$ cat config.mk
export PLATFORM = sky130hd
export DESIGN_NAME = rbd_queue
export DESIGN_NICKNAME = d
export VERILOG_FILES = /design/src/sv/rbd_pkg.sv /design/src/sv/rbd_queue.sv
export SDC_FILE = /design/constraint.sdc
export NUM_CORES = 1
export LEC_CHECK = 0
export BUFFER_PORTS_ARGS = -buffer_cell sky130_fd_sc_hd__buf_2
export CORE_AREA = 2 2 128 99
export CTS_BUF_LIST = sky130_fd_sc_hd__clkbuf_2
export CTS_CLUSTER_DIAMETER = 60
export DETAILED_ROUTE_END_ITERATION = 12
export DIE_AREA = 0 0 130 101
export PLACE_DENSITY = 0.72
export SLEW_MARGIN = 30
export SYNTH_ARGS = -nofsm -noshare
export SYNTH_HDL_FRONTEND = slang
export SYNTH_SLANG_ARGS = --single-unit
export TNS_END_PERCENT = 20
$ cat constraint.sdc
create_clock -name clk -period 1.6 [get_ports clk]
set_input_delay 0.32 -clock clk [delete_from_list [all_inputs] [get_ports clk]]
set_output_delay 0.32 -clock clk [all_outputs]
set_load 0.05 [all_outputs]
$ cat src/sv/rbd_pkg.sv
package rbd_pkg;

  // Patch geometry and descriptor length
  localparam int PATCH_SIDE      = 64;
  localparam int DESCRIPTOR_BITS = 256;
  localparam int STORE_DEPTH     = 4096;
  localparam int ADDR_W          = 12;
  localparam int PIX_W           = 8;
  localparam int OFS_W           = 6;
  localparam int TRIG_W          = 16;
  localparam int FRAC_BITS       = 14;

  // Rotation datapath widths
  localparam int PROD_W  = OFS_W + TRIG_W;
  localparam int SUM_W   = PROD_W + 1;
  localparam int COORD_W = $clog2(PATCH_SIDE);
  localparam int ADDR_CALC_W = (2 * COORD_W + 1 > ADDR_W) ? 2 * COORD_W + 1 : ADDR_W;

  // Descriptor byte bookkeeping
  localparam int NBYTES_RAW = DESCRIPTOR_BITS / 8;
  localparam int NBYTES     = (NBYTES_RAW < 1) ? 1 : NBYTES_RAW;
  localparam int BCNT_W     = ($clog2(NBYTES) > 5) ? $clog2(NBYTES) : 5;
  localparam int IDX_W      = 5;
  localparam logic [BCNT_W-1:0] LAST_BYTE = BCNT_W'(NBYTES - 1);

  // Command queue between front and back
  localparam int Q_DEPTH = 4;
  localparam int Q_PTR_W = $clog2(Q_DEPTH);
  localparam int Q_CNT_W = $clog2(Q_DEPTH + 1);
  localparam int CRED_W  = Q_CNT_W + 1;

  // Configuration port
  localparam int CFG_IDX_W  = 1;
  localparam int CFG_DATA_W = TRIG_W;

  typedef enum logic [CFG_IDX_W-1:0] {
    REG_ROT_SIN = 1'b0,
    REG_ROT_COS = 1'b1
  } rbd_reg_e;

  localparam logic signed [TRIG_W-1:0] ROT_SIN_RST = TRIG_W'(0);
  localparam logic signed [TRIG_W-1:0] ROT_COS_RST = TRIG_W'(1 << FRAC_BITS);

  // One decoded command as handed from front to back
  typedef struct packed {
    logic              is_test;
    logic [ADDR_W-1:0] addr_a;
    logic [ADDR_W-1:0] addr_b;
    logic [PIX_W-1:0]  value;
  } rbd_cmd_t;

  // Rounding offsets: half away from zero in one add, then arithmetic shift
  localparam logic signed [SUM_W:0] HALF_UP = (SUM_W + 1)'(1 << (FRAC_BITS - 1));
  localparam logic signed [SUM_W:0] HALF_DN = (SUM_W + 1)'((1 << (FRAC_BITS - 1)) - 1);
  localparam logic signed [SUM_W:0] CENTRE  = (SUM_W + 1)'(PATCH_SIDE / 2);
  localparam logic signed [SUM_W:0] EDGE_HI = (SUM_W + 1)'(PATCH_SIDE - 1);

  // Q14 rotated offset -> rounded, centred, clamped coordinate
  function automatic logic [COORD_W-1:0] rbd_coord(input logic signed [SUM_W-1:0] v);
    logic signed [SUM_W:0] t;
    logic signed [SUM_W:0] pos;
    logic [COORD_W-1:0]    res;
    t   = $signed({v[SUM_W-1], v}) + (v[SUM_W-1] ? HALF_DN : HALF_UP);
    pos = (t >>> FRAC_BITS) + CENTRE;
    priority if (pos < 0) res = '0;
    else if (pos > EDGE_HI) res = COORD_W'(PATCH_SIDE - 1);
    else res = pos[COORD_W-1:0];
    return res;
  endfunction

  // Store address row*side+col, wrapped to the store depth
  function automatic logic [ADDR_W-1:0] rbd_addr(input logic [COORD_W-1:0] row,
                                                 input logic [COORD_W-1:0] col);
    logic [ADDR_CALC_W-1:0] a;
    a = ADDR_CALC_W'(row) * ADDR_CALC_W'(PATCH_SIDE) + ADDR_CALC_W'(col);
    return a[ADDR_W-1:0];
  endfunction

endpackage

$ cat src/sv/rbd_queue.sv
module rbd_queue (
  input  logic                        clk,
  input  logic                        rst,
  input  logic                        push,
  input  rbd_pkg::rbd_cmd_t           push_cmd,
  input  logic                        pop,
  output logic                        head_valid,
  output rbd_pkg::rbd_cmd_t           head_cmd,
  output logic [rbd_pkg::Q_CNT_W-1:0] count
);
  import rbd_pkg::*;

  rbd_cmd_t           entries [Q_DEPTH];
  logic [Q_PTR_W-1:0] wr_ptr;
  logic [Q_PTR_W-1:0] rd_ptr;

  // pointers and fill level
  always_ff @(posedge clk) begin
    if (rst) begin
      wr_ptr <= '0;
      rd_ptr <= '0;
      count  <= '0;
    end else begin
      if (push) wr_ptr <= wr_ptr + 1'b1;
      if (pop)  rd_ptr <= rd_ptr + 1'b1;
      count <= count + Q_CNT_W'(push) - Q_CNT_W'(pop);
    end
  end

  always_ff @(posedge clk) begin
    if (push) entries[wr_ptr] <= push_cmd;
  end

  assign head_valid = (count != '0);
  assign head_cmd   = entries[rd_ptr];

endmodule

# After elaboration in Yosys (flattened, before gate mapping)
# Memory sizes are Yosys's and may differ from the RTL's. A register that Yosys moved wholly into a read port is not among the register bits.
# Cells that the tools add are included.
# totals
memories	1
output_inout_bits	37
wordCells	13
reg_bits	7
ram_bits	132
input_bits	37
# memory_table
name	depth	width	read_ports	rd_clocked_by_memory_dff	write_ports	line	source
entries	4	33	1	1	1	rbd_queue.sv:13	rbd_cmd_t entries [Q_DEPTH];
# classes
n_reduce_logical	1
n_addsub	4
n_mux	4
# ops
cell	n
adder 2 x 1 -> 2 bit, second input constant	2
two-way mux 2 bit	2
adder 3 x 1 -> 3 bit	1
nonzero test 3 bit	1
subtractor 3 x 1 -> 3 bit	1
two-way mux 1 bit	2

# Depth between registers and ports, before layout
# logic_depth
word_depth	3
mapped_depth	7
mapped_depth_nobuf	7

# Worst setup path after synthesis
# OpenSTA, ideal clock, no wires.
# synth_timing
path_type	reg2reg
from	register count[0] (netlist bit)
to	register count[2] (netlist bit)
path_stages_with_launch	8
setup_time_ns	0.110
slack_ns	-0.282
period_less_slack_ns	1.882
arrival_ns	1.771
t_required_ns	1.490
n_path_buf	0
cell_sequence	dfxtp_1 > inv_1 > ha_1 > inv_1 > ha_1 > fa_1 > xor3_1 > nor2_1
# synth_between
elab_chain_len	2
# synth_rtl
element	line	source
start, declared	rbd_queue.sv:9	output logic [rbd_pkg::Q_CNT_W-1:0] count
start signal, assigned	rbd_queue.sv:26	count <= count + Q_CNT_W'(push) - Q_CNT_W'(pop);
adder 3 x 1 -> 3 bit	rbd_queue.sv:26	
subtractor 3 x 1 -> 3 bit	rbd_queue.sv:26	
# Every way passes these cells.
# A chain may end at the register's enable or synchronous reset.

==> summary.md <==
| Metric | Value |
|---|---|
| Crit. End Element | output pin |
| Hold Path Cell Cnt | 2 |
| Routing usage on met2 | 24.2% |
| Reg-to-Reg Start | count[0]$_SDFF_PP0_ |
| Total gr overflow | 0 |
| Final nets | 392 |
| Yosys cell types | 21 |
| Min-Delay Path Class | input port to register |
| GRT Overall Usage | 14.9% |
| Antenna-violating nets left | 0 |
| Top area cells in the synthesized netlist | edfxtp_1 76%, mux4_2 13%, dfxtp_1 3.4% |
| Pleak | 2.36 nW |
| Crit Path Class | register to output pin |
| CTS Buffer Depth | 2 |
| Tmin final | between 2 and 2.5 ns |
| Area Growth Syn to Fin | 28.8% |
| DR iter-0 viols | 189 |
| Pwr/cell area | 1200 nW/um2 |
| Synthesized net count | 258 |
| Final Hold Vio Count | 0 |
| Starting Density | 43.9% |
| Top Usage Layer GRT | met2 |
| Routed vias/inst | approximately 4.8 |
| Clock Latency Late Sink | between 0.6 and 0.7 ns |
| Row cnt | 35 |
| GPL Wtd Cong | 0.664 |
| Number of inserted diodes | 0 |
| RR Endpoint | count[1]$_SDFF_PP0_ |
| Pwr Total | 8.08 mW |
| Clock Skews | 0.0318 ns |
| Vias in the first global route | 2,656 |
| Ys Warns | 0 |
| First-pass GRT wire length | 14,000 um |
| Hold Path Origin | push_cmd[6] |
| Drt pass-1 iters | 4 |
| Initial antenna violation count | 0 |
| Final Setup Violations | 34 |
| R2R setup slack | 0.04 ns |
| Hold path endpoint | entries[2][6]$_DFFE_PP_ |
| Met3 usage | 4.99% |
| Slew HR | 72.4% |
| CP required | between 1 and 1.5 ns |
| Avg WL per Cell | about 17 um |
| Largest net degree at the start of global routing | 19 |
| Post-synthesis register bit count | 141 |
| Setup ws final | -0.704 ns |
| DRC errors left | 0 |
| Fmax | roughly 430 MHz |
| Num CTS Buffers | 17 |
| H-tree depth | 4 |
| DPL Wire Length | 5530 um |
| Syn avg cell area | 24.5 um2 |
| Die area | 13,100 um2 |
| Via Count | 2,516 |
| Synthesized cell area | 5240 um2 |
| RSZ-0062 raised after global routing | true |
| M1 GR Usage | a little under a fifth |
| Cell taking the most area after synthesis | edfxtp_1 |
| Die H | 101 um |
| Failing checks | negative setup slack |
| Drt total wl | 8890 um |
| Clock root buffer | clkbuf_2 |
| Clk sinks | 141 |
| Layout cell share with drive strength beyond 1 | 45.2% |
| CORE AREA | 12,000 um2 |
| Startpoint types | register |
| Slew @ Worst Pin | 0.414 ns |
| Chip width | around 130 um |
| Critical path fanouts, max | 15 |
| WP data arrival | 1.98 ns |
| Final period util | 144% |
| Reg2Reg Depth | 6 |
| CTS clk-pin slew, worst paths | 0.22 ns |
| Fillers | 917 |
| Status | finished, violations left |
| Num ports | 74 |
| IO Port Bufs | 73 |
| Slew Viols, Final | 0 |
| Synth top area share | approximately 76% |
| Peak VDD IR | just under 900 uV |
| Register area share after synthesis | 79.0% |
| Post-Syn Instances | ~210 |
| CTS tree | yes |
| Finished Core Util | 56.5% |
| Max Cap Viol | 0 |
-- Yosys cell counts --
cell	n
buf_6	1
edfxtp_1	132
nor2_1	5
mux2i_1	1
inv_1	6
a21oi_1	1
or3_1	1
xnor2_1	2
nand3b_1	1
nor2b_1	2
mux4_1	3
fa_1	1
and2_1	4
buf_12	3
a21bo_2	1
xor3_1	1
clkbuf_1	1
dfxtp_1	9
ha_1	6
buf_2	3
mux4_2	30
-- flip-flops by register name (all words and copies together), names as in the netlist, named ones only --
signal / flops
count: 3
entries: 132
rd_ptr: 2
wr_ptr: 2
-- timing repair --
action,CTS,global route
setup endpoints to repair,38,39
gates resized for setup,76,2
buffers inserted,0,0
hold buffers,36,0
pin swaps,1,0
endpoints found under the hold margin,141,0
-- placed cells by master (no fill, tap or decap), types with 2 or more instances in the layout --
cell type / n
clkinv_2: 3
dfxtp_4: 3
inv_6: 2
buf_6: 30
nor2_1: 5
inv_1: 6
dfxtp_1: 4
nor2b_1: 2
mux4_2: 33
clkinv_4: 4
clkbuf_2: 18
bufinv_16: 3
edfxtp_1: 132
dfxtp_2: 2
dlygate4sd3_1: 36
buf_12: 6
and2_2: 4
buf_4: 14
buf_2: 36
ha_1: 5
xnor2_1: 2
-- critical path, cell delays in order (launching register included) --
cell and delay [ns]:
dfxtp_4 0.43, buf_12 0.18, mux4_2 0.55, buf_6 0.17
-- cells by family (layout without fill, tap and decap cells) --
group                    count (synthesis)  after routing  synth area share, %
flip-flops                             141            141                 79.0
multiplexers                            34             34                 14.6
buffers and inverters                   14            161                 2.15
AND/OR/NAND/NOR                         13             13                 1.34
adder cells (fa/ha/maj)                  7              7                 1.81
XOR/XNOR                                 3              3                0.788
AO/OA/AOI/OAI                            2              2                0.286
-- stage by stage --
stage          setup TNS, ns  hold WS, ns  area [um2]  instances  setup slack, ns
6_report              -22.41        0.385        6750        527           -0.704
5_1_grt               -27.78        0.304        6750        527           -0.856
4_1_cts               -26.03        0.308        6750        527           -0.831
3_5_place_dp           -1.12        0.539        5920        459          -0.0820
3_3_place_gp           -1.05        0.515        5920        459          -0.0807
2_1_floorplan         -13.36        0.382        5250        214           -0.147
-- worst max-delay path by stage --
| stage | start | endpoint | slack (ns) | cells past startpoint |
|---|---|---|---|---|
| 3_3_place_gp | register | head_cmd[0] | -0.08 | 3 |
| 2_1_floorplan | wr_ptr[0]$_SDFFE_PP0P_ | entries[0][0]$_DFFE_PP_ | -0.15 | 3 |
| 3_5_place_dp | register | head_cmd[25] | -0.08 | 3 |
| 5_1_grt | register | head_cmd[12] | -0.86 | 3 |
| 6_report | register | head_cmd[12] | -0.70 | 3 |
| 4_1_cts | register | head_cmd[32] | -0.83 | 3 |
-- report_power, final --
part           internal, mW  switching, mW  total [mW]
clock                 0.883           1.25        2.13
sequential             4.24         0.0718        4.31
combinational         0.694          0.948        1.64
-- per-layer routing --
layer	share of wire, %	wire length, um
met1	45	4000
met2	49	4400
met3	4.3	383
met4	1.2	108
met5	0	0
-- layout make-up --
type	instances	area [um2]	area share, %
clock buffers	18	90.1	1.33
clock inverters	14	169	2.50
inverters	6	22.5	0.334
multi-input cells	59	985	14.6
flip-flops and latches	141	4160	61.6
well taps	166	208	3.08
repair buffers	123	1120	16.6
Note: power is estimated with default switching activity, not from simulation.
