**config.mk**
```make
export PLATFORM = sky130hd
export DESIGN_NAME = rbd_front_flat
export DESIGN_NICKNAME = d
export VERILOG_FILES = /design/src/sv/rbd_pkg.sv /design/src/sv/rbd_item_if.sv /design/src/sv/rbd_front.sv /design/src/flat_wrapper.sv
export SDC_FILE = /design/constraint.sdc
export NUM_CORES = 2
export LEC_CHECK = 0
export ABC_AREA = 1
export BUFFER_PORTS_ARGS = -buffer_cell sky130_fd_sc_hd__buf_4
export CAP_MARGIN = 0
export CORE_AREA = 2 2 266 268
export CTS_CLUSTER_DIAMETER = 100
export DETAILED_ROUTE_END_ITERATION = 7
export DIE_AREA = 0 0 268 270
export GPL_TIMING_DRIVEN = 0
export PLACE_DENSITY = 0.82
export SYNTH_ARGS = -nofsm -noshare
export SYNTH_HDL_FRONTEND = slang
export SYNTH_SLANG_ARGS = --single-unit
```
**constraint.sdc**
```tcl
create_clock -name clk -period 4.48 [get_ports clk]
set_input_delay 0.224 -clock clk [delete_from_list [all_inputs] [get_ports clk]]
set_output_delay 0.224 -clock clk [all_outputs]
set_load 0.05 [all_outputs]
```
**src/sv/rbd_pkg.sv**
```systemverilog
package rbd_pkg;

  // Patch geometry and descriptor length
  localparam int PATCH_SIDE      = 64;
  localparam int DESCRIPTOR_BITS = 256;
  localparam int STORE_DEPTH     = 4096;
  localparam int ADDR_W          = 12;
  localparam int PIX_W           = 8;
  localparam int OFS_W           = 6;
  localparam int TRIG_W          = 16;
  localparam int FRAC_BITS       = 14;

  // Rotation datapath widths
  localparam int PROD_W  = OFS_W + TRIG_W;
  localparam int SUM_W   = PROD_W + 1;
  localparam int COORD_W = $clog2(PATCH_SIDE);
  localparam int ADDR_CALC_W = (2 * COORD_W + 1 > ADDR_W) ? 2 * COORD_W + 1 : ADDR_W;

  // Descriptor byte bookkeeping
  localparam int NBYTES_RAW = DESCRIPTOR_BITS / 8;
  localparam int NBYTES     = (NBYTES_RAW < 1) ? 1 : NBYTES_RAW;
  localparam int BCNT_W     = ($clog2(NBYTES) > 5) ? $clog2(NBYTES) : 5;
  localparam int IDX_W      = 5;
  localparam logic [BCNT_W-1:0] LAST_BYTE = BCNT_W'(NBYTES - 1);

  // Command queue between front and back
  localparam int Q_DEPTH = 4;
  localparam int Q_PTR_W = $clog2(Q_DEPTH);
  localparam int Q_CNT_W = $clog2(Q_DEPTH + 1);
  localparam int CRED_W  = Q_CNT_W + 1;

  // Configuration port
  localparam int CFG_IDX_W  = 1;
  localparam int CFG_DATA_W = TRIG_W;

  typedef enum logic [CFG_IDX_W-1:0] {
    REG_ROT_SIN = 1'b0,
    REG_ROT_COS = 1'b1
  } rbd_reg_e;

  localparam logic signed [TRIG_W-1:0] ROT_SIN_RST = TRIG_W'(0);
  localparam logic signed [TRIG_W-1:0] ROT_COS_RST = TRIG_W'(1 << FRAC_BITS);

  // One decoded command as handed from front to back
  typedef struct packed {
    logic              is_test;
    logic [ADDR_W-1:0] addr_a;
    logic [ADDR_W-1:0] addr_b;
    logic [PIX_W-1:0]  value;
  } rbd_cmd_t;

  // Rounding offsets: half away from zero in one add, then arithmetic shift
  localparam logic signed [SUM_W:0] HALF_UP = (SUM_W + 1)'(1 << (FRAC_BITS - 1));
  localparam logic signed [SUM_W:0] HALF_DN = (SUM_W + 1)'((1 << (FRAC_BITS - 1)) - 1);
  localparam logic signed [SUM_W:0] CENTRE  = (SUM_W + 1)'(PATCH_SIDE / 2);
  localparam logic signed [SUM_W:0] EDGE_HI = (SUM_W + 1)'(PATCH_SIDE - 1);

  // Q14 rotated offset -> rounded, centred, clamped coordinate
  function automatic logic [COORD_W-1:0] rbd_coord(input logic signed [SUM_W-1:0] v);
    logic signed [SUM_W:0] t;
    logic signed [SUM_W:0] pos;
    logic [COORD_W-1:0]    res;
    t   = $signed({v[SUM_W-1], v}) + (v[SUM_W-1] ? HALF_DN : HALF_UP);
    pos = (t >>> FRAC_BITS) + CENTRE;
    priority if (pos < 0) res = '0;
    else if (pos > EDGE_HI) res = COORD_W'(PATCH_SIDE - 1);
    else res = pos[COORD_W-1:0];
    return res;
  endfunction

  // Store address row*side+col, wrapped to the store depth
  function automatic logic [ADDR_W-1:0] rbd_addr(input logic [COORD_W-1:0] row,
                                                 input logic [COORD_W-1:0] col);
    logic [ADDR_CALC_W-1:0] a;
    a = ADDR_CALC_W'(row) * ADDR_CALC_W'(PATCH_SIDE) + ADDR_CALC_W'(col);
    return a[ADDR_W-1:0];
  endfunction

endpackage

```
**src/sv/rbd_item_if.sv**
```systemverilog
interface rbd_item_if;
  import rbd_pkg::*;

  logic                    valid;
  logic                    ready;
  logic                    op;
  logic [ADDR_W-1:0]       pixel_addr;
  logic [PIX_W-1:0]        pixel_value;
  logic signed [OFS_W-1:0] left_x;
  logic signed [OFS_W-1:0] left_y;
  logic signed [OFS_W-1:0] right_x;
  logic signed [OFS_W-1:0] right_y;

  modport source (output valid, op, pixel_addr, pixel_value, left_x, left_y, right_x,
                  right_y, input ready);
  modport sink (input valid, op, pixel_addr, pixel_value, left_x, left_y, right_x,
                right_y, output ready);
endinterface

```
**src/sv/rbd_front.sv**
```systemverilog
module rbd_front (
  input  logic                            clk,
  input  logic                            rst,
  input  logic                            cfg_we,
  input  logic [rbd_pkg::CFG_IDX_W-1:0]   cfg_index,
  input  logic [rbd_pkg::CFG_DATA_W-1:0]  cfg_data,
  rbd_item_if.sink                        item,
  input  logic [rbd_pkg::Q_CNT_W-1:0]     q_count,
  output logic                            push,
  output rbd_pkg::rbd_cmd_t               push_cmd
);
  import rbd_pkg::*;

  logic signed [TRIG_W-1:0] rot_sin;
  logic signed [TRIG_W-1:0] rot_cos;

  // stage 1: products
  logic                     s1_v;
  logic                     s1_op;
  logic [ADDR_W-1:0]        s1_addr;
  logic [PIX_W-1:0]         s1_value;
  logic signed [PROD_W-1:0] p_lxs, p_lyc, p_lxc, p_lys;
  logic signed [PROD_W-1:0] p_rxs, p_ryc, p_rxc, p_rys;

  // stage 2: rotated sums
  logic                    s2_v;
  logic                    s2_op;
  logic [ADDR_W-1:0]       s2_addr;
  logic [PIX_W-1:0]        s2_value;
  logic signed [SUM_W-1:0] l_row, l_col, r_row, r_col;

  logic accept;

  // config registers
  always_ff @(posedge clk) begin
    if (rst) begin
      rot_sin <= ROT_SIN_RST;
      rot_cos <= ROT_COS_RST;
    end else if (cfg_we) begin
      unique case (rbd_reg_e'(cfg_index))
        REG_ROT_SIN: rot_sin <= cfg_data;
        REG_ROT_COS: rot_cos <= cfg_data;
      endcase
    end
  end

  // credit check: queue entries plus beats still in the pipe
  assign item.ready = (CRED_W'(q_count) + CRED_W'(s1_v) + CRED_W'(s2_v)) < CRED_W'(Q_DEPTH);
  assign accept     = item.valid && item.ready;

  always_ff @(posedge clk) begin
    if (rst) begin
      s1_v <= 1'b0;
      s2_v <= 1'b0;
    end else begin
      s1_v <= accept;
      s2_v <= s1_v;
    end
  end

  // stage 1 payload
  always_ff @(posedge clk) begin
    s1_op    <= item.op;
    s1_addr  <= item.pixel_addr;
    s1_value <= item.pixel_value;
    p_lxs    <= PROD_W'(item.left_x)  * PROD_W'(rot_sin);
    p_lyc    <= PROD_W'(item.left_y)  * PROD_W'(rot_cos);
    p_lxc    <= PROD_W'(item.left_x)  * PROD_W'(rot_cos);
    p_lys    <= PROD_W'(item.left_y)  * PROD_W'(rot_sin);
    p_rxs    <= PROD_W'(item.right_x) * PROD_W'(rot_sin);
    p_ryc    <= PROD_W'(item.right_y) * PROD_W'(rot_cos);
    p_rxc    <= PROD_W'(item.right_x) * PROD_W'(rot_cos);
    p_rys    <= PROD_W'(item.right_y) * PROD_W'(rot_sin);
  end

  // stage 2 payload: row = x*sin + y*cos, col = x*cos - y*sin
  always_ff @(posedge clk) begin
    s2_op    <= s1_op;
    s2_addr  <= s1_addr;
    s2_value <= s1_value;
    l_row    <= $signed({p_lxs[PROD_W-1], p_lxs}) + $signed({p_lyc[PROD_W-1], p_lyc});
    l_col    <= $signed({p_lxc[PROD_W-1], p_lxc}) - $signed({p_lys[PROD_W-1], p_lys});
    r_row    <= $signed({p_rxs[PROD_W-1], p_rxs}) + $signed({p_ryc[PROD_W-1], p_ryc});
    r_col    <= $signed({p_rxc[PROD_W-1], p_rxc}) - $signed({p_rys[PROD_W-1], p_rys});
  end

  // round, clamp and form store addresses on the way into the queue; a write keeps its pixel_addr
  always_comb begin
    push_cmd.is_test = s2_op;
    push_cmd.value   = s2_value;
    push_cmd.addr_b  = rbd_addr(rbd_coord(r_row), rbd_coord(r_col));
    if (s2_op) begin
      push_cmd.addr_a = rbd_addr(rbd_coord(l_row), rbd_coord(l_col));
    end else begin
      push_cmd.addr_a = s2_addr;
    end
  end

  assign push = s2_v;

endmodule

```
**src/flat_wrapper.sv**
```systemverilog
// flat-port wrapper written by rule: the top's interface ports become plain ports
module rbd_front_flat import rbd_pkg::*;
  (clk, rst, cfg_we, cfg_index, cfg_data, q_count, push, push_cmd, item_valid, item_op, item_pixel_addr, item_pixel_value, item_left_x, item_left_y, item_right_x, item_right_y, item_ready);
  rbd_item_if item_i ();
  input  logic clk;
  input  logic rst;
  input  logic cfg_we;
  input  logic [rbd_pkg::CFG_IDX_W-1:0] cfg_index;
  input  logic [rbd_pkg::CFG_DATA_W-1:0] cfg_data;
  input  logic [rbd_pkg::Q_CNT_W-1:0] q_count;
  output logic push;
  output rbd_pkg::rbd_cmd_t push_cmd;
  input wire logic [$bits(item_i.valid)-1:0] item_valid;
  input wire logic [$bits(item_i.op)-1:0] item_op;
  input wire logic [$bits(item_i.pixel_addr)-1:0] item_pixel_addr;
  input wire logic [$bits(item_i.pixel_value)-1:0] item_pixel_value;
  input wire logic [$bits(item_i.left_x)-1:0] item_left_x;
  input wire logic [$bits(item_i.left_y)-1:0] item_left_y;
  input wire logic [$bits(item_i.right_x)-1:0] item_right_x;
  input wire logic [$bits(item_i.right_y)-1:0] item_right_y;
  output wire logic [$bits(item_i.ready)-1:0] item_ready;
  assign item_i.valid = item_valid;
  assign item_i.op = item_op;
  assign item_i.pixel_addr = item_pixel_addr;
  assign item_i.pixel_value = item_pixel_value;
  assign item_i.left_x = item_left_x;
  assign item_i.left_y = item_left_y;
  assign item_i.right_x = item_right_x;
  assign item_i.right_y = item_right_y;
  assign item_ready = item_i.ready;
  rbd_front u_core (.clk(clk), .rst(rst), .cfg_we(cfg_we), .cfg_index(cfg_index), .cfg_data(cfg_data), .item(item_i), .q_count(q_count), .push(push), .push_cmd(push_cmd));
endmodule
```
Word-level counts from Yosys, hierarchy flattened
Index checks and enable logic that the tools add are counted.
{ "word_totals": {"out_inout_bits": 35, "ff_bits": 344, "word_cells": 74, "input_bits": 69} }
{ "classes": {"n_bitwise": 1, "multipliers": 8, "n_reduce_logical": 3, "order_cmp": 9, "add_sub_neg": 16, "muxes": 15} }
{ "ops": {"columns": ["cell", "count"], "rows": [
  ["6-bit by 16-bit multiplier with 22-bit output", 8],
  ["23-bit by 15-bit adder with 24-bit output", 4],
  ["6-bit two-way mux", 10],
  ["14-bit two-way mux", 4],
  ["22-bit by 22-bit adder with 23-bit output", 2],
  ["22-bit by 22-bit subtractor with 23-bit output", 2],
  ["10-bit by 7-bit adder with 11-bit output, second input constant", 4],
  ["11-bit by 7-bit > comparator with 1-bit output, second input constant", 4],
  ["11-bit by 1-bit < comparator with 1-bit output, second input constant", 4],
  ["12-bit by 6-bit adder with 12-bit output", 2],
  ["12-bit two-way mux", 1],
  ["3-bit by 1-bit adder with 4-bit output", 1],
  ["4-bit by 1-bit adder with 4-bit output", 1],
  ["4-bit by 3-bit < comparator with 1-bit output, second input constant", 1],
  ["2-bit AND reduction", 2],
  ["1-bit logical AND", 1],
  ["1-bit inverter", 1]
]} }

Longest topological paths before layout
{ "logic_depth": {"depth_word": 9, "depth_mapped": 25, "ltp_nobuf": 24} }

Worst setup path after synthesis
Ideal clock, no wire load.
{ "synth_path": {"path_type": "input port to flip-flop", "startpoint": "in item_right_x[5]", "endpoint": "reg u_core.p_rxs[17]", "arrival_time_ns": 4.294, "setup_ns": 0.127, "path_slack_ns": 0.060, "path_buffers": 2, "required_ns": 4.353, "path_stages": 20, "cell_sequence": "clkbuf_1 -> clkbuf_1 -> nand2_1 -> fa_1 -> fa_1 -> inv_1 -> fa_1 -> inv_1 -> fa_1 -> inv_1 -> ha_1 -> nand3_1 -> nand3_1 -> a21oi_1 -> o21ai_0 -> a21oi_1 -> o21ai_2 -> a21boi_2 -> o21ai_0 -> xor2_1"} }
{ "synth_between": {"elab_chain_cells": 1} }
{ "synth_lines": {"columns": ["item", "line_no", "rtl"], "rows": [
  ["from (decl)", "flat_wrapper.sv:19", "input wire logic [$bits(item_i.right_x)-1:0] item_right_x;"],
  ["6-bit by 16-bit multiplier with 22-bit output", "rbd_front.sv:70", "p_rxs <= PROD_W'(item.right_x) * PROD_W'(rot_sin);"],
  ["to (signal assigned)", "rbd_front.sv:70", null],
  ["to (decl)", "rbd_front.sv:23", "logic signed [PROD_W-1:0] p_rxs, p_ryc, p_rxc, p_rys;"]
]} }
No other way between the ends.
A chain may end at the register's enable or synchronous reset.

Worst setup path after layout
{ "layout_path": {"startpoint": "in item_right_y[3]", "endpoint": "reg u_core.p_ryc[21]"} }
{ "layout_between": {"elab_chain_cells": 1} }
{ "layout_lines": {"columns": ["item", "line_no", "rtl"], "rows": [
  ["from (decl)", "flat_wrapper.sv:20", "input wire logic [$bits(item_i.right_y)-1:0] item_right_y;"],
  ["6-bit by 16-bit multiplier with 22-bit output", "rbd_front.sv:71", "p_ryc <= PROD_W'(item.right_y) * PROD_W'(rot_cos);"],
  ["to (signal assigned)", "rbd_front.sv:71", null],
  ["to (decl)", "rbd_front.sv:23", null]
]} }
No other way between the ends.

==> metrics.yaml <==
synth_edf_count: 0
drcViolationCount: 6
cts_num_sinks: 344
hp-start: "cfg_we"
grt_pass1_wl_mm: 185
powerDensity_nw_per_um2: 551
num_vias: 35600
clockBufferDepth: 3
regToRegSetupSlack_ns: -0.09
hpwl_mm: 91.8
ctsHtreeMaxLevel: 2
crit-reg2reg-capture: "u_core.p_lxs[20]"
yosys.area.top_type: "fa_1"
ys.flop_type: "dfxtp_1"
dpl_cell_area_um2: 42600
maxSlewHeadroom_pct: 23.6
dieArea_um2: 72400
grt_pass1_vias: 35400
clkLatencyLatePin_ns: 0.61
outcome: "finished with violations"
area_growth_pct: 15.1
track_usage_pct: 32.8
ant_nets: 0
required_ns: 5.00
setup_viol: 18
grt-ovfl-total: 0
root_buffer: "clkbuf_16"
syn_avg_cell_area_um2: 7.87
final_area_um2: 46800
rows: 97
setup_slack_ns: -0.0961
dpl_worst_slack_ns: -0.999
ys_warn_count: 0
rsz0062_at_grt: "yes"
vias_per_cell: 5.54
place.gp.congestion: 1.02
p_sw_share_pct: 49.7
holdPathEnd: "u_core.rot_sin[15]"
finalHoldViolCount: 0
drt_iter0_markers: 3029
cpPeakStageDelay_ns: 0.74
seq_area_frac_synth_pct: 16.9
reg2reg_depth: 25
met3_length_mm: 14.1
grt_start_max_net_pins: 18
clock.fmax_ghz: 0.219
worstSetupEndpointType: "flop"
synth_seq_cells: 344
worstSetupPathType: "primary input to flop"
antenna_found_initial: 3
p_int_mw: 13.0
crit_family: "adder cells"
worst-path-buf-inv: 5
die_y_um: 270
cp_slowest_cell: "clkbuf_1"
tightestPinTransition_ns: 1.15
drv_cap: 0
cts_tree: "done"
clock_skew_ns: 0.0381
routed_wl_mm: 121
numCtsBuffers: 43
r2r_start: "u_core.rot_sin[3]"
path_cells: "buf_4 -> clkbuf_1 -> nand2_1 -> fa_1 -> fa_1 -> inv_1 -> fa_1 -> inv_2 -> fa_1 -> inv_1 -> ha_4 -> a21oi_4 -> nand2_2 -> a21o_1 -> a21oi_2 -> o21ai_2 -> nand2_1 -> nand2_2 -> a21oi_2 -> nor2_1 -> nor2_1 -> xor2_1"
power_mw: 25.8
async_flop_share_pct: 0
hold_class: "primary input to flop"
cp-start-kind: "primary input"
io_pins: 104
ir_worst_vdd_mv: 0.622
hold_depth: 5
dr_wl_met2_mm: 53.1
cpMostUsedCell: "fa_1"
startpoint: "item_right_y[3]"
nets: 6542
wire_per_inst_um: 18.8
highest_layer: "met5"
drive_above_1_share_pct: 11.8
start_util_pct: 58.5
p_comb_share_pct: 66.4
yosys-top-cells-area: "fa_1, dfxtp_1, ha_1"
p_sw_mw: 12.8
io_buffer_count: 102
pwr-share-seq_pct: 19.5
synth_area_um2: 40700
fin_util_pct: 67.3
holdWs_ns: 0.0477
synthDistinctLibCells: 54
dieWidth_um: 268
synth_top_cell_area_share_pct: 26.2
violations: "DRC, setup timing"
dr.pass1.iters: 8
clk_pin_slew_worst_paths_ns: 0.06
slew_violations: 0
synth_fp_nets: 6243
fp.coreArea_um2: 69500
leakagePower_nw: 24.8
fin_crit_ns: 4.58
cp.arrival_ns: 5.10
post-route-period-util_pct: 102
met1_length_mm: 45.7
clkPwrFrac_pct: 14.1
netlist_instances: 5165
cp_max_fo: 10
-- synthesized netlist by cell type, types with 4 or more instances --
cell type and number:
a21o_1 19, a21oi_1 312, a21oi_2 5, a31oi_1 17, and3_1 4, clkbuf_1 147
dfxtp_1 344, fa_1 532, ha_1 477, inv_1 1004, inv_2 6, nand2_1 1369
nand2_2 15, nand3_1 112, nand3b_1 12, nand4_1 48, nor2_1 194, nor2_2 6
nor3_1 24, nor4_1 10, o2111ai_1 5, o211ai_1 14, o21ai_0 144, o21ai_1 21
o21ai_2 5, o21bai_1 10, o31ai_1 4, xnor2_1 98, xor2_1 166
-- power groups by stage --
stage	sequential, mW	clock (mW)	combinational (mW)
5_1_grt	5.15	3.78	19.2
6_report	5.04	3.63	17.1
2_1_floorplan	4.84	0	12.2
3_5_place_dp	5.07	0	15.8
3_3_place_gp	5.06	0	15.5
4_1_cts	5.04	3.66	16.4
-- routing by layer --
| layer | global-route usage, % | vias up |
|---|---|---|
| met5 | 0 | - |
| met4 | 16.9 | 4 |
| met3 | 11.3 | 499 |
| met2 | 51.1 | 1733 |
| met1 | 40.2 | 16900 |
| li1 | - | 16500 |
-- final cells by class --
| cell class | instances | area (µm²) |
|---|---|---|
| Clock buffer | 52 | 1160 |
| Timing Repair Buffer | 257 | 2080 |
| Antenna cell | 2 | 5.00 |
| Tap cell | 940 | 1180 |
| Sequential cell | 344 | 6910 |
| Clock inverter | 25 | 323 |
| Inverter | 1012 | 3810 |
| Multi-Input combinational cell | 3660 | 30400 |
| Fill cell | 5364 | 22700 |
| Buffer | 146 | 958 |
-- repair_timing --
item / in CTS / in global routing
setup buffers: 56 / 53
setup endpoints to repair: 95 / 61
hold buffers: 46 / 0
pin swaps: 76 / 110
endpoints found under the hold margin: 55 / 0
resized for setup: 252 / 250
-- worst max path at each step --
stage                                  end  cells after the start
after floorplan           u_core.p_rxs[17]                     20
after CTS                 u_core.p_lxs[20]                     24
after detailed placement  u_core.p_rxc[20]                     20
after global placement    u_core.p_lxs[20]                     24
final                     u_core.p_ryc[21]                     22
after global routing      u_core.p_lxc[19]                     17
-- stage by stage --
step	TNS, ns	cells
2_1_floorplan	0	5165
3_5_place_dp	-42.50	6207
4_1_cts	-0.481	6384
3_3_place_gp	-37.99	6207
5_1_grt	-3.78	6436
6_report	-0.787	6438
-- worst min-delay path, cell delays in order --
cell and delay [ns]:
buf_4 0.11, inv_1 0.04, nor2_1 0.05, o21ai_0 0.13
nor2_1 0.05
-- logic make-up after synthesis --
group / after synthesis / synth area share, %
compound gates: 577 / 7.78
xor+xnor: 265 / 5.74
fa+ha+maj: 1009 / 40.9
buf+inv: 1161 / 10.7
flops: 344 / 16.9
simple gates: 1809 / 18.0
-- flip-flops by register name (all words and copies together), names as in the netlist, 22 cells and up --
name,flops
u_core.p_rxs,22
u_core.p_ryc,22
u_core.r_col,23
u_core.p_lys,22
u_core.p_rys,22
u_core.p_lxs,22
u_core.l_row,23
u_core.p_lyc,22
u_core.r_row,23
u_core.p_lxc,22
u_core.l_col,23
u_core.p_rxc,22
-- placed cells by master (no fill, tap or decap), types with 22 or more instances in the layout --
master and n:
nor2_1 189, o21ai_0 129, dfxtp_1 330, inv_2 50, a21oi_2 33, nand2_2 46
nand3_1 87, clkbuf_16 49, nand3_2 28, fa_1 520, inv_1 957, buf_4 222
nand2_1 1330, clkbuf_1 82, o21ai_2 22, dlygate4sd3_1 46, a21oi_1 279, nand4_1 48
ha_1 460, xor2_1 158, xnor2_1 96
No activity file was read; power rests on OpenSTA's default activity.
